### config.mk
export PLATFORM = sky130hd
export DESIGN_NAME = timestamp_kway_merge_core_flat
export DESIGN_NICKNAME = d
export VERILOG_FILES = /design/src/hdl/tkm_pkg.sv /design/src/hdl/tkm_if.sv /design/src/hdl/tkm_ram.sv /design/src/hdl/tkm_ctrl.sv /design/src/hdl/tkm_dpath.sv /design/src/hdl/timestamp_kway_merge_core.sv /design/src/flat_wrapper.sv
export SDC_FILE = /design/constraint.sdc
export NUM_CORES = 2
export LEC_CHECK = 0
export ABC_CLOCK_PERIOD_IN_PS = 16900
export BUFFER_PORTS_ARGS = -buffer_cell sky130_fd_sc_hd__buf_2
export CORE_UTILIZATION = 30
export CTS_BUF_LIST = sky130_fd_sc_hd__clkbuf_4 sky130_fd_sc_hd__clkbuf_8
export DETAILED_ROUTE_END_ITERATION = 16
export SLEW_MARGIN = 15
export SYNTH_ARGS = -nofsm -noshare
export SYNTH_HDL_FRONTEND = slang
export SYNTH_HIERARCHICAL = 1
export SYNTH_SLANG_ARGS = --single-unit
### constraint.sdc
create_clock -name clk -period 16.9 [get_ports clk]
set_input_delay 0.845 -clock clk [delete_from_list [all_inputs] [get_ports clk]]
set_output_delay 0.845 -clock clk [all_outputs]
set_load 0.03 [all_outputs]
### src/hdl/tkm_pkg.sv
// Shared widths, op codes and controller/datapath handshake types of the timestamp merge.
package tkm_pkg;

  localparam int OP_W   = 2;
  localparam int SRC_W  = 4;
  localparam int TIME_W = 64;
  localparam int PL_W   = 32;

  localparam int NUM_SOURCES_DEF   = 16;
  localparam int PAYLOAD_WIDTH_DEF = 32;

  typedef enum logic [OP_W-1:0] {
    OP_LOAD   = 2'd0,
    OP_REMOVE = 2'd1,
    OP_STEP   = 2'd2
  } op_t;

  // Commands from the controller to the datapath.
  typedef struct packed {
    logic head_wr;   // write a source head and mark it valid
    logic head_rm;   // clear a source's valid mark
    logic scan_clr;  // start a new scan for the oldest head
    logic scan_rd;   // read the next head of the scan
    logic res_zero;  // post an empty result word
    logic res_best;  // post the scan winner and retire it
  } tkm_cmd_t;

  // Status from the datapath to the controller.
  typedef struct packed {
    logic out_busy;  // result register full and not taken this cycle
    logic rd_last;   // the scan address points at the last source
  } tkm_stat_t;

endpackage

### src/hdl/tkm_if.sv
// Valid/ready channel interfaces for the input and result words of the timestamp merge.
interface tkm_in_if;
  logic                       valid;
  logic                       ready;
  logic [tkm_pkg::OP_W-1:0]   op;
  logic [tkm_pkg::SRC_W-1:0]  tick_source;
  logic [tkm_pkg::TIME_W-1:0] tick_time;
  logic [tkm_pkg::PL_W-1:0]   tick_payload;

  modport source (output valid, op, tick_source, tick_time, tick_payload, input ready);
  modport sink   (input valid, op, tick_source, tick_time, tick_payload, output ready);
endinterface

interface tkm_out_if;
  logic                       valid;
  logic                       ready;
  logic                       found;
  logic [tkm_pkg::SRC_W-1:0]  out_source;
  logic [tkm_pkg::TIME_W-1:0] out_time;
  logic [tkm_pkg::PL_W-1:0]   out_payload;

  modport source (output valid, found, out_source, out_time, out_payload, input ready);
  modport sink   (input valid, found, out_source, out_time, out_payload, output ready);
endinterface

### src/hdl/tkm_ram.sv
// Generic single-write, single-read RAM with a registered read port.
module tkm_ram #(
  parameter int WIDTH = 8,
  parameter int DEPTH = 16
) (
  input  logic                     clk,
  input  logic                     we,
  input  logic [$clog2(DEPTH)-1:0] waddr,
  input  logic [WIDTH-1:0]         wdata,
  input  logic                     re,
  input  logic [$clog2(DEPTH)-1:0] raddr,
  output logic [WIDTH-1:0]         rdata
);

  logic [WIDTH-1:0] mem_r [DEPTH];

  always_ff @(posedge clk) begin
    if (we) begin
      mem_r[waddr] <= wdata;
    end
    if (re) begin
      rdata <= mem_r[raddr];
    end
  end

endmodule

### src/hdl/tkm_ctrl.sv
// Controller state machine of the timestamp merge: accepts words and sequences the head scan.
module tkm_ctrl (
  input  logic                     clk,
  input  logic                     rst_n,
  input  logic                     in_valid,
  input  logic [tkm_pkg::OP_W-1:0] in_op,
  output logic                     in_ready,
  input  tkm_pkg::tkm_stat_t       stat,
  output tkm_pkg::tkm_cmd_t        cmd
);
  import tkm_pkg::*;

  typedef enum logic [1:0] {
    S_IDLE,
    S_SCAN,
    S_DRAIN,
    S_FINISH
  } state_t;

  state_t state_r, state_nxt;
  logic   accept;

  always_comb begin
    in_ready  = (state_r == S_IDLE) && !stat.out_busy;
    accept    = in_valid && in_ready;
    cmd       = '0;
    state_nxt = state_r;
    case (state_r)
      S_IDLE: begin
        if (accept) begin
          case (in_op)
            OP_LOAD: begin
              cmd.head_wr  = 1'b1;
              cmd.res_zero = 1'b1;
            end
            OP_REMOVE: begin
              cmd.head_rm  = 1'b1;
              cmd.res_zero = 1'b1;
            end
            OP_STEP: begin
              cmd.scan_clr = 1'b1;
              state_nxt    = S_SCAN;
            end
            default: begin
              cmd.res_zero = 1'b1;
            end
          endcase
        end
      end
      S_SCAN: begin
        cmd.scan_rd = 1'b1;
        if (stat.rd_last) begin
          state_nxt = S_DRAIN;
        end
      end
      // The last head read is compared during this cycle.
      S_DRAIN: begin
        state_nxt = S_FINISH;
      end
      S_FINISH: begin
        cmd.res_best = 1'b1;
        state_nxt    = S_IDLE;
      end
      default: begin
        state_nxt = S_IDLE;
      end
    endcase
  end

  always_ff @(posedge clk) begin
    if (!rst_n) begin
      state_r <= S_IDLE;
    end else begin
      state_r <= state_nxt;
    end
  end

endmodule

### src/hdl/tkm_dpath.sv
// Datapath of the timestamp merge: head memory, valid marks, running minimum and result register.
module tkm_dpath #(
  parameter int NUM_SOURCES   = tkm_pkg::NUM_SOURCES_DEF,
  parameter int PAYLOAD_WIDTH = tkm_pkg::PAYLOAD_WIDTH_DEF
) (
  input  logic                       clk,
  input  logic                       rst_n,
  input  tkm_pkg::tkm_cmd_t          cmd,
  output tkm_pkg::tkm_stat_t         stat,
  input  logic [tkm_pkg::SRC_W-1:0]  in_source,
  input  logic [tkm_pkg::TIME_W-1:0] in_time,
  input  logic [tkm_pkg::PL_W-1:0]   in_payload,
  output logic                       out_valid,
  input  logic                       out_ready,
  output logic                       out_found,
  output logic [tkm_pkg::SRC_W-1:0]  out_source,
  output logic [tkm_pkg::TIME_W-1:0] out_time,
  output logic [tkm_pkg::PL_W-1:0]   out_payload
);
  import tkm_pkg::*;

  localparam int IDX_W  = $clog2(NUM_SOURCES);
  localparam int KEEP_W = (PAYLOAD_WIDTH < PL_W) ? PAYLOAD_WIDTH : PL_W;
  localparam int ENT_W  = TIME_W + KEEP_W;

  logic [NUM_SOURCES-1:0] hv_r;
  logic                   src_ok;
  logic [IDX_W-1:0]       wr_idx;
  logic [ENT_W-1:0]       rd_ent;
  logic [TIME_W-1:0]      ent_time;
  logic [KEEP_W-1:0]      ent_pl;

  logic [IDX_W-1:0]  rd_addr_r, rd_addr_nxt;
  logic              p1_vld_r;
  logic [IDX_W-1:0]  p1_idx_r;
  logic              any_r;
  logic              cand;
  logic [IDX_W-1:0]  best_idx_r;
  logic [TIME_W-1:0] best_time_r;
  logic [KEEP_W-1:0] best_pl_r;

  logic              out_valid_r;
  logic              out_found_r;
  logic [SRC_W-1:0]  out_source_r;
  logic [TIME_W-1:0] out_time_r;
  logic [PL_W-1:0]   out_payload_r;

  // Sources beyond the configured count are ignored.
  assign src_ok = 32'(in_source) < NUM_SOURCES;
  assign wr_idx = IDX_W'(in_source);

  tkm_ram #(
    .WIDTH(ENT_W),
    .DEPTH(NUM_SOURCES)
  ) u_heads (
    .clk  (clk),
    .we   (cmd.head_wr && src_ok),
    .waddr(wr_idx),
    .wdata({KEEP_W'(in_payload), in_time}),
    .re   (cmd.scan_rd),
    .raddr(rd_addr_r),
    .rdata(rd_ent)
  );

  assign ent_time = rd_ent[TIME_W-1:0];
  assign ent_pl   = rd_ent[ENT_W-1:TIME_W];

  // Strict less-than keeps the lowest index among equal times.
  assign cand = p1_vld_r && hv_r[p1_idx_r] && (!any_r || (ent_time < best_time_r));

  always_comb begin
    rd_addr_nxt = rd_addr_r;
    if (cmd.scan_clr) begin
      rd_addr_nxt = '0;
    end else if (cmd.scan_rd) begin
      rd_addr_nxt = rd_addr_r + 1'b1;
    end
  end

  assign stat = '{out_busy: out_valid_r && !out_ready,
                  rd_last:  rd_addr_r == IDX_W'(NUM_SOURCES - 1)};

  always_ff @(posedge clk) begin
    if (!rst_n) begin
      hv_r        <= '0;
      rd_addr_r   <= '0;
      p1_vld_r    <= 1'b0;
      any_r       <= 1'b0;
      out_valid_r <= 1'b0;
    end else begin
      rd_addr_r <= rd_addr_nxt;
      p1_vld_r  <= cmd.scan_rd;
      if (cmd.head_wr && src_ok) begin
        hv_r[wr_idx] <= 1'b1;
      end
      if (cmd.head_rm && src_ok) begin
        hv_r[wr_idx] <= 1'b0;
      end
      if (cmd.res_best && any_r) begin
        hv_r[best_idx_r] <= 1'b0;
      end
      if (cmd.scan_clr) begin
        any_r <= 1'b0;
      end else if (cand) begin
        any_r <= 1'b1;
      end
      if (cmd.res_zero || cmd.res_best) begin
        out_valid_r <= 1'b1;
      end else if (out_ready) begin
        out_valid_r <= 1'b0;
      end
    end
  end

  always_ff @(posedge clk) begin
    p1_idx_r <= rd_addr_r;
    if (cand) begin
      best_idx_r  <= p1_idx_r;
      best_time_r <= ent_time;
      best_pl_r   <= ent_pl;
    end
    if (cmd.res_zero) begin
      out_found_r   <= 1'b0;
      out_source_r  <= '0;
      out_time_r    <= '0;
      out_payload_r <= '0;
    end else if (cmd.res_best) begin
      out_found_r   <= any_r;
      out_source_r  <= any_r ? SRC_W'(best_idx_r) : '0;
      out_time_r    <= any_r ? best_time_r : '0;
      out_payload_r <= any_r ? PL_W'(best_pl_r) : '0;
    end
  end

  assign out_valid   = out_valid_r;
  assign out_found   = out_found_r;
  assign out_source  = out_source_r;
  assign out_time    = out_time_r;
  assign out_payload = out_payload_r;

endmodule

### src/hdl/timestamp_kway_merge_core.sv
// Top level of the timestamp merge: channel ports, controller and datapath.
// This block merges up to NUM_SOURCES timestamped tick streams into one stream ordered
// by time. Each source owns one head entry (time, payload, valid mark); a load word writes
// the head and marks it valid, a remove word clears the mark, and a step word emits the
// valid head with the smallest time (lowest source index on a tie) and retires it so the
// source can load its next tick. Every input word yields exactly one result word; loads,
// removes, unused op codes and steps that find no valid head return found low with all
// fields zero. Loads and removes for a source at or beyond NUM_SOURCES are ignored. Only
// the low PAYLOAD_WIDTH bits of a payload are kept. Load, remove and unused op words post
// their result to the output register in the cycle after they are taken. A step scans the
// heads, which live in a memory with a single read port, so it reads one head per cycle
// and compares it against a running minimum, then finishes the last compare in a drain
// state and posts the result in a finish state. A new word is taken only when the block
// is idle and the output register is empty or being emptied in the same cycle. The valid
// marks are flip-flops cleared by reset, so no clearing pass runs and the block takes
// words right after reset.
module timestamp_kway_merge_core #(
  parameter int NUM_SOURCES   = tkm_pkg::NUM_SOURCES_DEF,
  parameter int PAYLOAD_WIDTH = tkm_pkg::PAYLOAD_WIDTH_DEF
) (
  input logic       clk,
  input logic       rst_n,
  tkm_in_if.sink    in_word,
  tkm_out_if.source out_word
);
  import tkm_pkg::*;

  // Command and status bundles between the sequencer and the datapath.
  tkm_cmd_t  cmd;
  tkm_stat_t stat;

  // The controller decodes the op of each accepted word and, for a step, walks the
  // scan through its read, drain and finish phases.
  tkm_ctrl u_ctrl (
    .clk     (clk),
    .rst_n   (rst_n),
    .in_valid(in_word.valid),
    .in_op   (in_word.op),
    .in_ready(in_word.ready),
    .stat    (stat),
    .cmd     (cmd)
  );

  // The datapath holds the head memory, the valid marks, the running minimum of the
  // scan and the output register that decouples the result channel from the input.
  tkm_dpath #(
    .NUM_SOURCES  (NUM_SOURCES),
    .PAYLOAD_WIDTH(PAYLOAD_WIDTH)
  ) u_dpath (
    .clk        (clk),
    .rst_n      (rst_n),
    .cmd        (cmd),
    .stat       (stat),
    .in_source  (in_word.tick_source),
    .in_time    (in_word.tick_time),
    .in_payload (in_word.tick_payload),
    .out_valid  (out_word.valid),
    .out_ready  (out_word.ready),
    .out_found  (out_word.found),
    .out_source (out_word.out_source),
    .out_time   (out_word.out_time),
    .out_payload(out_word.out_payload)
  );

endmodule

### src/flat_wrapper.sv
// flat-port wrapper written by rule: the top's interface ports become plain ports
module timestamp_kway_merge_core_flat import tkm_pkg::*;
#(
  parameter int NUM_SOURCES   = tkm_pkg::NUM_SOURCES_DEF,
  parameter int PAYLOAD_WIDTH = tkm_pkg::PAYLOAD_WIDTH_DEF
)
  (clk, rst_n, in_word_valid, in_word_op, in_word_tick_source, in_word_tick_time, in_word_tick_payload, in_word_ready, out_word_valid, out_word_found, out_word_out_source, out_word_out_time, out_word_out_payload, out_word_ready);
  tkm_in_if in_word_i ();
  tkm_out_if out_word_i ();
  input logic clk;
  input logic rst_n;
  input wire logic [$bits(in_word_i.valid)-1:0] in_word_valid;
  input wire logic [$bits(in_word_i.op)-1:0] in_word_op;
  input wire logic [$bits(in_word_i.tick_source)-1:0] in_word_tick_source;
  input wire logic [$bits(in_word_i.tick_time)-1:0] in_word_tick_time;
  input wire logic [$bits(in_word_i.tick_payload)-1:0] in_word_tick_payload;
  output wire logic [$bits(in_word_i.ready)-1:0] in_word_ready;
  output wire logic [$bits(out_word_i.valid)-1:0] out_word_valid;
  output wire logic [$bits(out_word_i.found)-1:0] out_word_found;
  output wire logic [$bits(out_word_i.out_source)-1:0] out_word_out_source;
  output wire logic [$bits(out_word_i.out_time)-1:0] out_word_out_time;
  output wire logic [$bits(out_word_i.out_payload)-1:0] out_word_out_payload;
  input wire logic [$bits(out_word_i.ready)-1:0] out_word_ready;
  assign in_word_i.valid = in_word_valid;
  assign in_word_i.op = in_word_op;
  assign in_word_i.tick_source = in_word_tick_source;
  assign in_word_i.tick_time = in_word_tick_time;
  assign in_word_i.tick_payload = in_word_tick_payload;
  assign in_word_ready = in_word_i.ready;
  assign out_word_valid = out_word_i.valid;
  assign out_word_found = out_word_i.found;
  assign out_word_out_source = out_word_i.out_source;
  assign out_word_out_time = out_word_i.out_time;
  assign out_word_out_payload = out_word_i.out_payload;
  assign out_word_i.ready = out_word_ready;
  timestamp_kway_merge_core #(.NUM_SOURCES(NUM_SOURCES), .PAYLOAD_WIDTH(PAYLOAD_WIDTH)) u_core (.clk(clk), .rst_n(rst_n), .in_word(in_word_i), .out_word(out_word_i));
endmodule
==> impl_metrics.yaml <==
logic_synthesis:
  seq_area_frac_synth_pct: 78.71
  synth_top_area_share_pct: 74.96
  synth_common_cells: "1732 x edfxtp_1, 384 x mux4_2, 192 x a22oi_1"
  synthFlopType: "edfxtp_1"
  synthArstFlopShare_pct: 0
  netlist_area_um2: 69390
  synth_top_area_cell: "edfxtp_1"
  syn_area_per_cell_um2: 21.83
  synth_edf_count: 1732
  yosys.cell_types.count: 56
  synthTopCellsByArea: "edfxtp_1 75%, mux4_2 12%, dfxtp_1 3.8%"
  yosysWarnings: 6
  synth_cells: 3178
  syn_nets: 3352
  synth.most_common_cell: "edfxtp_1"
  synth-seq-cells: 1862
die:
  die_h_um: 482.9
  row_count: 176
  die-area_um2: 233200
  core-area_um2: 229900
  die_width_um: 482.9
  start_util_pct: 30.18
  ioPinCount: 209
global_route:
  grt_pass1_vias: 35130
  antenna_found_initial: 56
  globalRouteTotalUtil_pct: 14.57
  grt_start_max_net_pins: 138
  grt_pass1_wl_mm: 245.7
  overflow: 0
cells_and_area:
  syn2layout_area_growth_pct: 15.82
  layout.nets: 3800
  drive_above_1_share_pct: 31.18
drt:
  wl_mm: 170.8
  firstDrtPassIters: 7
  avgViaCountPerCell: 4.898
  drc: 0
  wire_per_inst_um: 24.78
  ant_nets: 0
  drt-initial-drc-count: 2948
  vias: 33760
cts:
  tritoncts: "yes"
  cts_resized: 0
  ctsHoldBuffers: 0
  cts_sinks: 1862
  postCtsSetupBuffers: 0
  cts_buffers: 322
  cts.clk_slew.worst_paths_ns: 0.06
  clock_latency_ns: 1.04
  clockBufferDepth: 4
  cts_root_buf: "clkbuf_8"
  htreeDepth: 5
setup_path:
  path_class: "flip-flop to flip-flop"
  required_ns: 17.46
  crit_path_start: "u_core/u_ctrl/state_r[1]$_SDFFE_PN0P_"
  r2r-start: "u_core/u_ctrl/state_r[1]$_SDFFE_PN0P_"
  path_max_fanout: 45
  end_kind: "flip-flop"
  start_kind: "flip-flop"
  worst_ep_arrival_time_ns: 4.59
  ff2ff_setup_slack_ns: 12.87
sta:
  rsz0062_at_grt: "no"
  fin_tns_setup_ns: 0
  worst_pin_slew_ns: 1.197
  hold_viol: 0
  fin_crit_ns: 4.031
  fin_skew_ns: 0.1019
  slew_headroom_pct: 20.23
  period_share_pct: 23.86
  final-max-slew-violation-count: 0
  fmax_mhz: 248.0
  setup_violations: 0
  hold_ws_ns: 0.1843
place:
  port_buffers: 208
  detailed_place_hpwl_mm: 95.10
  place.gp.congestion: 0.6951
hold_path:
  hp-start: "in_word_tick_time[5]"
  hold_path_class: "input port to flip-flop"
power:
  p_per_area_nw_per_um2: 129.2
  ir_worst_vdd_mv: 0.07956
  power.leakage_nw: 25.59
flow_run:
  max_cap_viol_count: 0
run_status:
  status: "completed"
==> metrics by stage <==
stage / power [mW] / util [%] / instances / worst slack, ns / cell area, um2
floorplan: 6.214 / - / 3178 / 7.389 / 69390
global placement: 6.540 / 32.25 / 6327 / 12.47 / 74140
detailed placement: 6.550 / 32.25 / 6327 / 12.48 / 74140
CTS: 10.54 / 34.93 / 6877 / 12.73 / 80300
global route: 10.81 / 34.94 / 6882 / 12.62 / 80330
finish: 10.38 / 34.96 / 6893 / 12.87 / 80360
==> area by class of cell <==
type | count | area (um2)
Inverter | 70 | 262.8
Clock buffer | 476 | 5688
Clock inverter | 74 | 473.0
Sequential cell | 1862 | 54620
Tap cell | 3026 | 3786
Timing Repair Buffer | 280 | 1623
Antenna cell | 15 | 37.54
Multi-Input combinational cell | 1090 | 13870
Fill cell | 21430 | 149500
==> layer usage <==
metal	global-route usage, %	wire length [um]
met5	0	158
met4	4.388	3985
met3	3.604	12340
met2	23.08	80680
met1	19.75	73640
==> worst paths after layout <==
check | endpoint | depth (start not counted)
worst max register to register | u_core/u_dpath/u_heads/mem_r[9][19]$_DFFE_PP_ | 9
worst max-delay path | u_core/u_dpath/u_heads/mem_r[9][19]$_DFFE_PP_ | 9
worst min-delay path | u_core/u_dpath/u_heads/mem_r[6][5]$_DFFE_PP_ | 1
worst min register to register | u_core/u_dpath/best_pl_r[31]$_DFFE_PP_ | 0
==> cell usage in the layout (no fill, tap or decap), drive strengths merged, types with 3 or more instances in the layout <==
cell type / count
edfxtp: 1732
clkbuf: 476
mux4: 387
buf: 280
a22oi: 192
dfxtp: 130
nand2: 118
a22o: 100
inv: 70
ha: 68
clkinv: 64
nor2: 47
a21oi: 35
o21ai: 18
diode: 15
nor3: 15
nand4: 13
o221ai: 12
nand2b: 9
nand3: 8
a31oi: 7
nor2b: 7
bufinv: 6
clkinvlp: 4
nor3b: 4
mux2i: 4
a211oi: 4
nand3b: 4
o22ai: 3
==> worst max-delay path, cell delays in order (launching register included) <==
cell and delay [ns]:
dfxtp_1 0.35, inv_1 0.12, ha_1 0.23, and2b_1 0.17, nand2_1 0.12, nor3_2 0.13, buf_4 0.22, nand3b_1 0.32
nor2_4 0.99, buf_4 0.85
==> where the power goes <==
| part | internal (mW) | switching (mW) | leakage (nW) | total (mW) |
|---|---|---|---|---|
| sequential | 5.18 | 0.0962 | 16.6 | 5.28 |
| combinational | 0.528 | 0.614 | 5.66 | 1.14 |
| clock | 2.23 | 1.73 | 3.29 | 3.96 |
| total | 7.94 | 2.44 | 25.6 | 10.4 |
==> cell families after synthesis <==
group / after synthesis / share of synthesized area (%)
mux: 391 / 12.64
fa+ha+maj: 68 / 1.226
buf+inv: 226 / 1.572
simple gates: 242 / 1.616
xor+xnor: 3 / 0.03787
compound gates: 386 / 4.207
flops: 1862 / 78.71
==> state kept, by name, indices dropped and copies added, names as in the netlist <==
signal / flops
u_core/u_dpath/out_found: 1
u_core/u_dpath/u_heads/rdata: 96
u_core/u_dpath/best_time_r: 64
u_core/u_dpath/best_pl_r: 32
u_core/u_dpath/out_valid: 1
u_core/u_ctrl/state_r: 2
u_core/u_dpath/p1_idx_r: 4
u_core/u_dpath/hv_r: 16
u_core/u_dpath/any_r: 1
u_core/u_dpath/out_source: 4
u_core/u_dpath/out_payload: 32
u_core/u_dpath/out_time: 64
u_core/u_dpath/rd_addr_r: 4
u_core/u_dpath/u_heads/mem_r: 1536
u_core/u_dpath/p1_vld_r: 1
u_core/u_dpath/best_idx_r: 4
Note: power is estimated with default switching activity, not from simulation.
